### config.mk
export PLATFORM = sky130hd
export DESIGN_NAME = lifo_stack_with_search_unit
export DESIGN_NICKNAME = d
export VERILOG_FILES = /design/src/design/lsws_pkg.sv /design/src/design/lsws_cell.sv /design/src/design/lifo_stack_with_search_unit.sv
export SDC_FILE = /design/constraint.sdc
export NUM_CORES = 1
export LEC_CHECK = 0
export BUFFER_PORTS_ARGS = -buffer_cell sky130_fd_sc_hd__buf_2
export CORE_AREA = 2 2 183 185
export CTS_CLUSTER_SIZE = 14
export DETAILED_ROUTE_END_ITERATION = 10
export DIE_AREA = 0 0 185 187
export GPL_TIMING_DRIVEN = 0
export PLACE_DENSITY = 0.76
export SLEW_MARGIN = 15
export SYNTH_ARGS = -nofsm -noshare
export SYNTH_HDL_FRONTEND = slang
export SYNTH_HIERARCHICAL = 1
export SYNTH_SLANG_ARGS = --single-unit
export TNS_END_PERCENT = 100
### constraint.sdc
create_clock -name clk_i -period 3.2 [get_ports clk_i]
set_clock_uncertainty 0.2 [all_clocks]
set_input_delay 0.16 -clock clk_i [delete_from_list [all_inputs] [get_ports clk_i]]
set_output_delay 0.16 -clock clk_i [all_outputs]
set_load 0.02 [all_outputs]
### src/design/lsws_pkg.sv
package lsws_pkg;

  // Default stack depth
  localparam int unsigned DefDepth = 8;
  localparam int unsigned WordW    = 32;

  typedef enum logic [1:0] {
    OP_PUSH   = 2'd0,
    OP_POP    = 2'd1,
    OP_SEARCH = 2'd2,
    OP_DUMP   = 2'd3
  } op_e;

  typedef enum logic [1:0] {
    ST_OK       = 2'd0,
    ST_FULL     = 2'd1,
    ST_EMPTY    = 2'd2,
    ST_RESERVED = 2'd3
  } status_e;

  // Sequencer states, one-hot
  typedef enum logic [1:0] {
    FSM_IDLE = 2'b01,
    FSM_DUMP = 2'b10
  } fsm_e;

  typedef struct packed {
    op_e                      operation;
    logic signed [WordW-1:0]  value;
  } in_t;

  typedef struct packed {
    logic signed [WordW-1:0]  data_out;
    status_e                  status;
    logic                     found;
    logic                     is_full;
    logic                     is_empty;
    logic                     last;
  } out_t;

  // Per-cell shift control
  typedef struct packed {
    logic shift_dn;  // take the word from the cell above (push)
    logic shift_up;  // take the word from the cell below (pop, rotate)
  } cell_ctl_t;

endpackage

### src/design/lsws_cell.sv
module lsws_cell (
  input  logic                          clk_i,
  input  lsws_pkg::cell_ctl_t           ctl_i,
  input  logic [lsws_pkg::WordW-1:0]    above_i,
  input  logic [lsws_pkg::WordW-1:0]    below_i,
  input  logic                          valid_i,
  input  logic [lsws_pkg::WordW-1:0]    key_i,
  output logic [lsws_pkg::WordW-1:0]    data_o,
  output logic                          match_o
);

  logic [lsws_pkg::WordW-1:0] data_q;

  // Stored word: shifts towards the bottom on push, towards the top on pop
  always_ff @(posedge clk_i) begin
    if (ctl_i.shift_dn) begin
      data_q <= above_i;
    end else if (ctl_i.shift_up) begin
      data_q <= below_i;
    end
  end

  // Local compare for search, only for occupied cells
  assign match_o = valid_i && (data_q == key_i);
  assign data_o  = data_q;

endmodule

### src/design/lifo_stack_with_search_unit.sv
// Push, pop, search and a dump of an empty stack strobe their result in the
// cycle after acceptance; busy_o stays low, so these take one beat per cycle.
// Dump of N entries: busy_o is high while the sequencer is in its dump state,
// which gives N result beats; each beat is registered, so the last one comes
// in the cycle in which busy_o has just fallen.
// Reset clears the fill count (stack empty); stored words stay undefined.
// The receiver cannot stall: each result is on res_o for exactly one cycle.
module lifo_stack_with_search_unit #(
  parameter int unsigned DEPTH = lsws_pkg::DefDepth
) (
  input  logic           clk_i,
  input  logic           rst_ni,
  input  logic           start_i,
  input  lsws_pkg::in_t  in_i,
  output logic           busy_o,
  output logic           done_o,
  output lsws_pkg::out_t res_o
);

  localparam int unsigned CntW = $clog2(DEPTH + 1);

  logic [CntW-1:0]  cnt_q, cnt_d;
  logic [CntW-1:0]  dump_cnt_q, dump_cnt_d;
  lsws_pkg::fsm_e   fsm_q, fsm_d;
  logic             done_q, done_d;
  lsws_pkg::out_t   res_q, res_d;

  logic                        accept;
  logic                        is_full, is_empty, dumping;
  lsws_pkg::cell_ctl_t         ctl;
  logic [lsws_pkg::WordW-1:0]  cell_data [DEPTH];
  logic [DEPTH-1:0]            match;

  assign dumping  = (fsm_q == lsws_pkg::FSM_DUMP);
  assign busy_o   = dumping;
  assign accept   = start_i && !busy_o;
  assign is_full  = (cnt_q == CntW'(DEPTH));
  assign is_empty = (cnt_q == '0);

  // Shift control shared by every cell
  always_comb begin
    ctl.shift_dn = accept && (in_i.operation == lsws_pkg::OP_PUSH) && !is_full;
    ctl.shift_up = (accept && (in_i.operation == lsws_pkg::OP_POP) && !is_empty) || dumping;
  end

  // Chain of cells, cell 0 holds the top of the stack
  for (genvar i = 0; i < DEPTH; i++) begin : g_cell
    logic [lsws_pkg::WordW-1:0] above, below;
    if (i == 0) begin : g_top
      assign above = in_i.value;
    end else begin : g_mid
      assign above = cell_data[i-1];
    end
    // During a dump the lowest occupied cell takes the top word, so the
    // contents rotate and come back to place after one full pass
    if (i == DEPTH - 1) begin : g_bot
      assign below = cell_data[0];
    end else begin : g_nxt
      assign below = (dumping && (cnt_q == CntW'(i + 1))) ? cell_data[0] : cell_data[i+1];
    end

    lsws_cell u_cell (
      .clk_i   (clk_i),
      .ctl_i   (ctl),
      .above_i (above),
      .below_i (below),
      .valid_i (CntW'(i) < cnt_q),
      .key_i   (in_i.value),
      .data_o  (cell_data[i]),
      .match_o (match[i])
    );
  end

  // Sequencer and result register
  always_comb begin
    cnt_d             = cnt_q;
    dump_cnt_d        = dump_cnt_q;
    fsm_d             = fsm_q;
    done_d            = 1'b0;
    res_d             = res_q;
    res_d.data_out    = '0;
    res_d.status      = lsws_pkg::ST_OK;
    res_d.found       = 1'b0;
    res_d.last        = 1'b1;

    case (fsm_q)
      lsws_pkg::FSM_IDLE: begin
        if (accept) begin
          done_d = 1'b1;
          case (in_i.operation)
            lsws_pkg::OP_PUSH: begin
              if (is_full) begin
                res_d.status = lsws_pkg::ST_FULL;
              end else begin
                cnt_d = cnt_q + 1'b1;
              end
            end
            lsws_pkg::OP_POP: begin
              if (is_empty) begin
                res_d.status = lsws_pkg::ST_EMPTY;
              end else begin
                cnt_d          = cnt_q - 1'b1;
                res_d.data_out = $signed(cell_data[0]);
              end
            end
            lsws_pkg::OP_SEARCH: begin
              res_d.found = |match;
            end
            lsws_pkg::OP_DUMP: begin
              if (is_empty) begin
                res_d.status = lsws_pkg::ST_EMPTY;
              end else begin
                done_d     = 1'b0;
                dump_cnt_d = cnt_q;
                fsm_d      = lsws_pkg::FSM_DUMP;
              end
            end
            default: begin
              done_d = 1'b0;
            end
          endcase
        end
      end
      lsws_pkg::FSM_DUMP: begin
        done_d         = 1'b1;
        res_d.data_out = $signed(cell_data[0]);
        res_d.last     = (dump_cnt_q == CntW'(1));
        dump_cnt_d     = dump_cnt_q - 1'b1;
        if (dump_cnt_q == CntW'(1)) begin
          fsm_d = lsws_pkg::FSM_IDLE;
        end
      end
      default: begin
        fsm_d = lsws_pkg::FSM_IDLE;
      end
    endcase

    res_d.is_full  = (cnt_d == CntW'(DEPTH));
    res_d.is_empty = (cnt_d == '0);
  end

  always_ff @(posedge clk_i or negedge rst_ni) begin
    if (!rst_ni) begin
      cnt_q      <= '0;
      dump_cnt_q <= '0;
      fsm_q      <= lsws_pkg::FSM_IDLE;
      done_q     <= 1'b0;
    end else begin
      cnt_q      <= cnt_d;
      dump_cnt_q <= dump_cnt_d;
      fsm_q      <= fsm_d;
      done_q     <= done_d;
    end
  end

  always_ff @(posedge clk_i) begin
    res_q <= res_d;
  end

  assign done_o = done_q;
  assign res_o  = res_q;

  // Checks
  a_cnt_bound : assert property (@(posedge clk_i) disable iff (!rst_ni)
    cnt_q <= CntW'(DEPTH))
    else $error("fill count beyond depth");

  a_dump_keeps_cnt : assert property (@(posedge clk_i) disable iff (!rst_ni)
    dumping |=> (cnt_q == $past(cnt_q)))
    else $error("fill count changed during dump");

  a_dump_ends : assert property (@(posedge clk_i) disable iff (!rst_ni)
    (dumping && (dump_cnt_q == CntW'(1))) |=> (!busy_o && done_o && res_o.last))
    else $error("dump did not end with a last beat");

  a_flags_excl : assert property (@(posedge clk_i) disable iff (!rst_ni)
    done_o |-> !(res_o.is_full && res_o.is_empty))
    else $error("full and empty flagged together");

endmodule
==> Yosys cells after proc, flatten, opt, wreduce, memory -nomap -nowiden <==
Cells that the tools add are included.
{ "totals": {"input_bits": 37, "latchBits": 0, "rom_bits": 0, "elab_cells": 142, "out_inout_bits": 40, "mem_bits_rw": 0, "regBits": 305, "mem_count": 0} }
{ "classes": {"eq_ne": 28, "shift": 0, "mul": 0, "bitwise_logic": 0, "add_sub_neg": 3, "n_mux": 49, "reduce_logical": 36, "n_lt_le_gt_ge": 8, "div_mod_pow": 0} }
{ "op_table": {"columns": ["op", "count"], "rows": [
  ["$mux 32", 25],
  ["$eq 32x32->1", 8],
  ["$pmux 32 s2", 1],
  ["$mux 35", 1],
  ["$mux 4", 7],
  ["$logic_and 1x1->1", 20],
  ["$eq 4x3->1 const B", 4],
  ["$lt 3x4->1 const A", 4],
  ["$pmux 4 s2", 2],
  ["$mux 2", 5],
  ["$eq 4x1->1 const B", 2],
  ["$eq 4x2->1 const B", 2],
  ["$eq 4x4->1 const B", 2],
  ["$logic_not 4->1", 2],
  ["$lt 1x4->1 const A", 2],
  ["$lt 2x4->1 const A", 2],
  ["$pmux 2 s2", 2],
  ["$reduce_and 4->1", 2],
  ["$reduce_or 8->1", 1],
  ["$sub 4x1->4 const B", 2],
  ["$eq 2x2->1 const B", 3],
  ["$ne 2x2->1 const B", 3],
  ["$mux 1", 5],
  ["$add 4x1->4 const B", 1],
  ["10 further kinds", 16]
]} }

==> Depth between registers and ports, before layout <==
Gate-level depths: netlist (run 1).
{ "logic_depth": {"word_depth": 8, "depth_mapped": 9, "ltp_nobuf": 8} }

==> Modules after synthesis <==
The synthesis (run 1) kept the hierarchy.
{ "by_module_without_submodules": {"columns": ["mod", "area_per_inst_um2", "instances", "cells_per_inst", "seq_area_each_um2"], "rows": [
  ["lsws_cell", 1702.9, 8, 113, 960.9],
  ["lifo_stack_with_search_unit", 4644.5, 1, 452, 1037.2]
]} }

==> Worst setup path before layout (run 1) <==
Ideal clock, no wire load.
{ "synth_path": {"kind": "reg-to-reg", "from": "register fsm_q[0]", "to": "register g_cell[0].u_cell.data_q (netlist bit g_cell[0].u_cell/data_o[0]) (enable)", "setup_time_ps": 375, "path_buffers": 3, "stages_incl_launch_ff": 9, "required_time_ps": 2625, "path_slack_ps": -114, "t_arrival_ps": 2740, "path_cell_list": "dfstp_2 -> inv_1 -> ha_1 -> clkbuf_1 -> nand2b_1 -> nor4_1 -> buf_2 -> buf_2 -> or2_2"} }
{ "synth_rtl": {"columns": ["element", "line", "text"], "rows": [
  ["from (decl)", "lifo_stack_with_search_unit.sv:24", "lsws_pkg::fsm_e fsm_q, fsm_d;"],
  ["from (signal assigned)", "lifo_stack_with_search_unit.sv:146", "fsm_q <= lsws_pkg::FSM_IDLE;"],
  ["from (signal assigned)", "lifo_stack_with_search_unit.sv:151", "fsm_q <= fsm_d;"],
  ["to (signal assigned)", "lsws_cell.sv:17", "data_q <= above_i;"],
  ["to (signal assigned)", "lsws_cell.sv:19", "data_q <= below_i;"],
  ["to (decl)", "lsws_cell.sv:12", "logic [lsws_pkg::WordW-1:0] data_q;"]
]} }

==> impl_metrics.py, run 1 <==
metrics = {
    "routing": {
        "wire_per_inst_um": 27.86,
        "vias": 12660,
        "final_antenna_net_count": 0,
        "first_iter_violations": 1624,
        "drt_pass1_iterations": 9,
        "drc": 0,
        "drt-total-wl_mm": 56.30,
        "vias_per_cell": 6.263,
    },
    "global_route": {
        "antenna_found_initial": 1,
        "grt_pass1_wl_mm": 82.13,
        "track_usage": 0.3266,
        "grt_pass1_vias": 12470,
        "grt_overflow": 0,
        "grt_max_degree": 17,
    },
    "synthesis": {
        "synth-async-reset-ratio": 0.03607,
        "synth_edf_count": 256,
        "ys.warnings.count": 6,
        "syn_inst": 1356,
        "synth_top_area_frac": 0.4208,
        "netlist_top_cells_area": "edfxtp_1 42%, mux2_2 29%, xor2_1 12%",
        "ys_seq_elements": 305,
        "syn_area_per_cell_um2": 13.47,
        "netlist_area_um2": 18270,
        "post-synth-top-area-cell": "edfxtp_1",
        "ys_types": 51,
        "synth_fp_nets": 1401,
        "yosysSeqAreaShare": 0.4776,
        "ys.flop_type": "edfxtp_1",
    },
    "worst_hold_path": {
        "hp-class": "in -> reg",
    },
    "outcome": {
        "status": "complete, no violations",
    },
    "placed_design": {
        "dpl-instance-area_um2": 19230,
        "portBuffers": 76,
        "gp_congestion": 0.9768,
        "dp_hpwl_mm": 34.77,
    },
    "floorplanning": {
        "rows": 67,
        "die_h_um": 187,
        "die_x_um": 185,
        "core_um2": 32860,
        "io_pins": 77,
        "start_util": 0.5559,
        "die_area_um2": 34600,
    },
    "power": {
        "peakVddDrop_mv": 0.5514,
        "power.net_switching_w": 0.004956,
        "p_clk_frac": 0.282,
        "p_leak_nw": 7.931,
        "pwr-share-seq": 0.417,
        "internal-power_w": 0.01059,
        "p_sw_frac": 0.3188,
        "power-per-cell-area_nw_per_um2": 723.7,
        "combPwrFrac": 0.302,
    },
    "setup_path": {
        "path_max_fanout": 10,
        "critPathMaxStageDelay_ps": 530,
        "cp_slowest_cell": "dfstp_2",
        "worst_path_most_repeated_cell": "buf_2",
        "critPathTopFamily": "buffers and inverters",
        "critPathBufInv": 5,
        "cp_cell_sequence": "inv_1 > ha_1 > clkbuf_2 > nand2b_1 > nor4_4 > buf_4 > buf_2 > buf_2 > mux2_2",
        "worstSetupPathType": "reg -> reg",
        "cp_data_arrival_time_ps": 3260,
        "startpoint_type": "flop",
        "cp-end-kind": "flop",
        "crit_required_ps": 3270,
    },
    "timing": {
        "max_freq_mhz": 313.6,
        "min_period_over_period": 0.9966,
        "hold_violations": 0,
        "period_needed_ps": 3189,
        "worst_pin_slew_ps": 1006,
        "maxSlewHeadroom": 0.3232,
        "setup_viol": 0,
        "fin_setup_tns_ps": 0,
        "slew_violations": 0,
    },
    "cts": {
        "cts_buffer_depth": 3,
        "cts_inserted_buffers": 36,
        "root_buffer": "clkbuf_16",
        "clk_pin_slew_worst_paths_ps": 60,
        "cts_tree": "yes",
        "htreeDepth": 2,
        "clock-sinks": 305,
        "worstSkewPairLatency_ps": 520,
    },
    "job": {
        "drv_cap": 0,
    },
    "finish": {
        "nets": 1592,
        "area_growth_pct": 17.60,
        "drive_above_1_share": 0.4647,
        "antenna_cells": 0,
        "fin_area_um2": 21480,
    },
}
[timing repair]
action,4_1_cts,5_1_grt
hold endpoints to repair,42,0
setup endpoints to repair,532,447
hold buffers,34,0
buffers inserted,33,2
pin swaps,4,0
gates resized for setup,23,20
gates cloned,8,0
[sequential cells by signal, summed over array words and instances, names as in the netlist]
name and cells:
fsm_q 2, done_o 1, cnt_q 4, g_cell.u_cell/data_o 256, res_o 38, dump_cnt_q 4
[layout by cell type, fill, tap and decap left out, types with 4 or more instances in the layout]
cell type      Yosys  routed
nand4_1            9       9
mux2_2           473     473
inv_1             14      14
nor3_2             8       8
buf_2             48     108
nor4_1            59      58
clkbuf_8           0       5
buf_12             0      21
nand2_1            8       8
nand2b_1           4       4
and2_1            32      32
o21ai_0            7       7
and3_1             6       6
or2_4              0      16
clkinv_2           0       6
buf_4              1      24
clkbuf_4           0       9
clkbuf_1          14      14
dfrtp_1           10      10
clkbuf_16          0      37
xnor2_1           11      11
clkbuf_2           0       7
nor2_1            15      15
xor2_1           248     248
dlygate4sd3_1      0      34
nor3_1            11      11
nand3_1           21      21
dfxtp_1           38      38
mux2_1             7       7
ha_1               8       8
edfxtp_1         256     256
bufinv_16          0       6
[synth_stat cells, drive strengths merged, types with 3 or more instances]
master / instances
o21ai: 7
buf: 53
dfrtp: 10
mux2: 480
dfxtp: 38
nand2: 8
ha: 8
xor2: 248
xnor2: 11
inv: 15
and3: 7
nor4: 59
nand4: 9
nand3: 21
clkbuf: 14
a211o: 3
edfxtp: 256
and2: 32
nand2b: 4
nor3: 19
o31ai: 3
or2: 9
a21oi: 3
nor2: 15
[final timing paths]
path                            startpoint                          end  slack [ps]  cells after the start
max in group asynchronous           rst_ni                       done_o        1430                      4
min in group asynchronous           rst_ni                     fsm_q[0]         480                      3
worst max-delay path              fsm_q[0]  g_cell[1].u_cell/data_o[18]          10                      9
worst min register to register    fsm_q[0]                     fsm_q[0]         310                      2
worst min-delay path              in_i[13]  g_cell[0].u_cell/data_o[13]           3                      2
worst max register to register    fsm_q[0]  g_cell[1].u_cell/data_o[18]          10                      9
[metrics by stage]
| stage | power (W) | instances | setup slack, ps | hold WS [ps] | utilization |
|---|---|---|---|---|---|
| after detailed placement | 0.01051 | 1880 | -1141 | -156.9 | 0.5852 |
| after global routing | 0.01609 | 2021 | -8.521 | 18.21 | 0.6537 |
| final | 0.01555 | 2021 | 10.97 | 2.531 | 0.6537 |
| after global placement | 0.01038 | 1880 | -1062 | -156.2 | 0.5851 |
| after CTS | 0.01542 | 2019 | 22.57 | 2.082 | 0.6520 |
| after floorplan | 0.009114 | 1356 | 57.39 | -335.6 | - |
[power by group through the flow]
stage                     combinational (W)  sequential [W]  clock (W)
after floorplan                     0.00278         0.00633          0
after CTS                           0.00454         0.00646    0.00442
after global placement              0.00387         0.00652          0
after global routing                0.00493         0.00660    0.00457
final                               0.00469         0.00648    0.00438
after detailed placement            0.00397         0.00654          0
[cells by family after synthesis]
group                    share of synthesized area
adder cells (fa/ha/maj)                   0.005480
flip-flops                                  0.4776
buffers and inverters                      0.02116
AO/OA/AOI/OAI                              0.01171
AND/OR/NAND/NOR                            0.06342
XOR/XNOR                                    0.1242
multiplexers                                0.2964
[area by class of cell]
type	count	area (um^2)
tap	448	560.5
clock buffer	49	1021
sequential	305	8725
multi-input combinational	977	9263
timing repair buffer	145	1246
fill	2526	11380
clock inverter	15	225.2
inverter	15	56.30
buffer	67	386.6
[routing by layer]
metal	vias up	track usage	wire, um
met4	0	0.1630	3093
met1	6345	0.4601	23280
li1	5440	-	-
met5	-	0	0
met3	165	0.05977	5428
met2	707	0.4847	24500
(Power assumes the default switching activity.)
==> inputs of run 2 (changes only) <==
HOLD_SLACK_MARGIN = 0.15   (was unset)
PLACE_DENSITY = 0.86   (was 0.76)
==> run 2 against run 1 <==
Net effect:
- first-iteration DRC count up 3.9%
- worst setup slack better by 21 ps
- hold slack improved by 320 ps
- critical path depth decreased by 2
- fmax increased by 0.65%
- non-clock buffer count up 1
- via count up 2.0%
- sequential power about the same
- critical path type unchanged
- largest cell class unchanged
==> impl_metrics.py, run 2 (synthesis gave the netlist of run 1 again) <==
metrics = {
    "power": {
        "peakVddDrop_mv": 0.5028,
        "power-per-cell-area_nw_per_um2": 711.3,
        "p_leak_nw": 7.928,
    },
    "floorplanning": {
        "core_um2": 32860,
        "rows": 67,
        "die_area_um2": 34600,
        "io_pins": 77,
        "start_util": 0.5559,
        "die_h_um": 187,
        "die_x_um": 185,
    },
    "routing": {
        "drt_pass1_iterations": 6,
        "vias": 12910,
        "drt-total-wl_mm": 56.27,
        "first_iter_violations": 1688,
        "drc": 0,
        "vias_per_cell": 6.380,
        "wire_per_inst_um": 27.81,
        "final_antenna_net_count": 0,
    },
    "cts": {
        "worstSkewPairLatency_ps": 540,
        "cts_inserted_buffers": 36,
        "htreeDepth": 2,
        "cts_buffer_depth": 3,
        "root_buffer": "clkbuf_16",
        "cts_tree": "yes",
        "clk_pin_slew_worst_paths_ps": 60,
        "clock-sinks": 305,
    },
    "global_route": {
        "grt_max_degree": 17,
        "grtUsageMet2": 0.4785,
        "grt_pass1_vias": 12730,
        "antenna_found_initial": 2,
        "grt_use_met3": 0.08119,
        "gr-max-usage-layer": "met2",
        "track_usage": 0.3236,
        "grt_overflow": 0,
        "use_met1": 0.4328,
        "grt_pass1_wl_mm": 82.23,
    },
    "worst_hold_path": {
        "hp-class": "reg -> reg",
        "min_path_cells": 2,
    },
    "timing": {
        "max_freq_mhz": 315.6,
        "slew_violations": 0,
        "hold_violations": 0,
        "worst_pin_slew_ps": 1032,
        "fin_setup_tns_ps": 0,
        "period_needed_ps": 3169,
        "maxSlewHeadroom": 0.3057,
        "rsz0062_at_grt": "true",
        "min_period_over_period": 0.9902,
        "setup_viol": 0,
    },
    "setup_path": {
        "worstRegToRegCells": 7,
        "cp_data_arrival_time_ps": 3250,
        "crit_required_ps": 3280,
        "worstSetupPathType": "reg -> reg",
        "path_max_fanout": 10,
        "startpoint_type": "flop",
        "cp-end-kind": "flop",
    },
    "finish": {
        "final_cells": 2023,
        "antenna_cells": 0,
        "mostFrequentLayoutCell": "mux2_2",
        "nets": 1593,
        "drive_above_1_share": 0.4660,
        "final_cell_mix": "473 x mux2_2, 256 x edfxtp_1, 248 x xor2_1",
        "largest_reg_flops": 256,
        "area_growth_pct": 18.01,
    },
    "job": {
        "drv_cap": 0,
    },
    "placed_design": {
        "gp_congestion": 1.003,
        "dp_hpwl_mm": 34.47,
        "placed_cells": 1880,
        "portBuffers": 76,
    },
    "outcome": {
        "status": "complete, no violations",
    },
}
[run 2: changes by cell type in the layout (fill, tap and decap cells not counted), moves of 3 or more]
| cell | delta |
|---|---|
| buf_12 | +6 |
| buf_2 | -12 |
| buf_6 | +9 |
| bufinv_16 | -3 |
| clkbuf_4 | -5 |
| clkbuf_8 | -5 |
| clkinv_2 | +7 |
| dlygate4sd3_1 | +4 |
[run 2: path summary, 6_finish.rpt]
path                                          endpoint     start  slack [ps]
max                        g_cell[0].u_cell/data_o[10]  cnt_q[1]          30
max reg2reg                g_cell[0].u_cell/data_o[10]  cnt_q[1]          30
min in group asynchronous                dump_cnt_q[1]    rst_ni         470
max in group asynchronous                     fsm_q[0]    rst_ni        1970
min reg2reg                                   fsm_q[0]  fsm_q[0]         320
min                                           fsm_q[0]  fsm_q[0]         320
[run 2: metrics by stage]
step	worst slack, ps	hold WS [ps]	util	power (W)	area (um^2)
global placement	-1085	-157.4	0.5851	0.01034	19230
detailed placement	-1123	-154.7	0.5851	0.01050	19230
floorplan	57.39	-335.6	-	0.009114	18290
CTS	20.31	308.2	0.6522	0.01508	21430
finish	31.49	317.6	0.6560	0.01533	21560
global route	-11.60	335.4	0.6560	0.01583	21560
[run 2: critical path: stages, from the launching register on]
cell and delay (ps):
dfrtp_1 490, inv_1 190, ha_1 210, and3_1 160, clkbuf_1 490, buf_2 530
mux2_2 410, mux2_2 260
[run 2: final cells by class]
class                           count  area [um^2]
Clock inverter                     22        195.2
Buffer                             65        442.9
Inverter                           15        56.30
Fill cell                        2373        11300
Multi-Input combinational cell    977         9276
Timing Repair Buffer              148         1354
Sequential cell                   305         8725
Tap cell                          448        560.5
Clock buffer                       43        948.4
[run 2: layer usage]
| layer | wire length, um | vias up | part of all wire |
|---|---|---|---|
| li1 | - | 5439 | - |
| met1 | 22060 | 6335 | 0.39 |
| met2 | 24300 | 899 | 0.43 |
| met3 | 6103 | 229 | 0.11 |
| met4 | 3721 | 4 | 0.066 |
| met5 | 80 | - | 0.0014 |
[run 2: what timing repair did]
action | 4_1_cts | 5_1_grt
hold endpoints to repair | 58 | 0
endpoints found under the setup margin | 542 | 424
pin swaps | 3 | 0
gates cloned | 8 | 0
resized for setup | 29 | 44
buffers inserted | 32 | 2
hold buffers | 38 | 0
[run 2: power breakdown]
group / switching [W] / internal [W]
logic: 0.00244 / 0.00234
registers: 0.000894 / 0.00559
clock network: 0.00169 / 0.00237
==> inputs of run 3 (changes only) <==
CORE_AREA = 2 2 167 202   (was 2 2 183 185)
DIE_AREA = 0 0 169 204   (was 0 0 185 187)
PLACE_DENSITY = 0.87   (was 0.86)
==> run 3 against run 2 <==
Net effect:
- worst setup slack better by 9.4 ps
- first-iteration DRC count down 16%
- non-clock buffer count unchanged
- wire length down 1.7%
- critical path depth down 1
- die area down 0.34%
- count of clock-buffer cells in the layout up 8
- combinational power down 1%
- critical endpoint is now res_o[3]
==> impl_metrics.py, run 3 (synthesis gave the netlist of run 1 again) <==
metrics = {
    "floorplanning": {
        "die_area_um2": 34480,
        "die_x_um": 169,
        "start_util": 0.5587,
        "die_h_um": 204,
        "rows": 73,
        "core_um2": 32700,
        "io_pins": 77,
    },
    "routing": {
        "drt_pass1_iterations": 5,
        "drc": 0,
        "highest_layer": "met4",
        "wl_met2_mm": 25.04,
        "wire_per_inst_um": 27.94,
        "wl_met1_mm": 21.61,
        "vias": 12480,
        "first_iter_violations": 1411,
        "dr_wl_met3_mm": 4.972,
        "drt-total-wl_mm": 55.32,
        "final_antenna_net_count": 0,
        "vias_per_cell": 6.305,
    },
    "placed_design": {
        "pre_cts_slack_ps": -1160,
        "gp_congestion": 1.045,
        "dpl-instance-area_um2": 19180,
        "portBuffers": 76,
        "dp_hpwl_mm": 35.35,
    },
    "finish": {
        "mostFrequentLayoutCell": "mux2_2",
        "drive_above_1_share": 0.4595,
        "nets": 1588,
        "fin_area_um2": 21350,
        "area_growth_pct": 16.87,
        "final_cell_mix": "473 x mux2_2, 256 x edfxtp_1, 248 x xor2_1",
        "largest_reg_flops": 256,
    },
    "setup_path": {
        "cp_data_arrival_time_ps": 3390,
        "crit_required_ps": 3430,
        "startpoint": "g_cell[6].u_cell/data_o[2]",
        "r2r-start": "g_cell[6].u_cell/data_o[2]",
        "endpoint": "res_o[3]",
        "path_max_fanout": 3,
        "cp-end-kind": "flop",
        "startpoint_type": "flop",
        "worstSetupPathType": "reg -> reg",
        "r2r_slack_ps": 40,
        "r2r-end": "res_o[3]",
        "worstRegToRegCells": 6,
    },
    "global_route": {
        "grt_pass1_wl_mm": 80.19,
        "track_usage": 0.3151,
        "antenna_found_initial": 1,
        "grt_max_degree": 17,
        "grt_pass1_vias": 12450,
        "grt_overflow": 0,
    },
    "job": {
        "drv_cap": 0,
    },
    "power": {
        "power-per-cell-area_nw_per_um2": 688.6,
        "p_leak_nw": 7.834,
        "p_total_w": 0.01470,
        "peakVddDrop_mv": 0.3224,
    },
    "worst_hold_path": {
        "hold_start": "fsm_q[0]",
        "hp-class": "reg -> reg",
    },
    "cts": {
        "clk_pin_slew_worst_paths_ps": 60,
        "cts_buffer_depth": 3,
        "clock-sinks": 305,
        "cts_inserted_buffers": 31,
        "cts_tree": "yes",
        "root_buffer": "clkbuf_16",
        "worstSkewPairLatency_ps": 580,
        "htreeDepth": 1,
    },
    "timing": {
        "fin_ws_ps": 40.93,
        "hold_violations": 0,
        "min_period_over_period": 0.9872,
        "period_needed_ps": 3159,
        "max_freq_mhz": 316.5,
        "fin_setup_tns_ps": 0,
        "hold_slack_ps": 310.3,
        "worst_pin_slew_ps": 1239,
        "slew_violations": 0,
        "setup_viol": 0,
        "maxSlewHeadroom": 0.1664,
    },
    "outcome": {
        "status": "complete, no violations",
    },
}
run 3: changes by cell type in the layout (fill, tap and decap cells not counted), moves of 2 or more:
cell,delta
clkinvlp_4,-2
bufinv_16,-3
clkbuf_4,+2
clkinv_1,-2
buf_6,+3
inv_6,-2
clkbuf_8,+5
clkbuf_1,+8
clkbuf_16,-5
buf_4,-5
clkinv_2,-8
run 3: what timing repair did:
action | in CTS | in global routing
cloned | 8 | 0
setup endpoints to repair | 542 | 477
endpoints found under the hold margin | 61 | 0
pin swaps | 4 | 0
hold buffers | 39 | 0
buffers inserted | 29 | 4
gates resized for setup | 23 | 60
run 3: metrics by stage:
step	instances	utilization
after global placement	1844	0.5867
after CTS	1977	0.6467
final	1980	0.6529
after floorplan	1356	-
after global routing	1980	0.6529
after detailed placement	1844	0.5867
run 3: area by class of cell:
cell class	count	area, um^2
clock buffers	51	922.1
multi-input cells	977	9284
plain buffers	65	456.7
flip-flops and latches	305	8725
well taps	412	515.5
repair buffers	148	1356
diodes	1	2.502
fillers	2365	11350
clock inverters	6	31.28
inverters	15	56.30
run 3: worst min-delay path by stage:
stage | to | slack [ps] | cells past startpoint
after floorplan | cnt_q[0] | -340 | 0
after global placement | cnt_q[3] | -150 | 1
after detailed placement | done_o | -150 | 1
after CTS | fsm_q[0] | 310 | 2
after global routing | fsm_q[0] | 330 | 2
final | fsm_q[0] | 310 | 2
run 3: layer usage:
metal  global-route usage  vias to the layer above
li1                     -                     5417
met1               0.4212                     6180
met2               0.4877                      714
met3              0.04163                      172
met4               0.1981                        0
met5                    0                        -
run 3: power by group:
group          total [W]  internal, W  switching, W
combinational    0.00473      0.00234       0.00239
sequential       0.00648      0.00559      0.000890
clock            0.00349      0.00195       0.00154
run 3: critical path: stages (launching register included):
cell	delay (ps)
edfxtp_1	420
xor2_1	180
nor4_1	1030
nand4_1	440
nor3_2	260
nor4_1	90
a2111oi_0	400
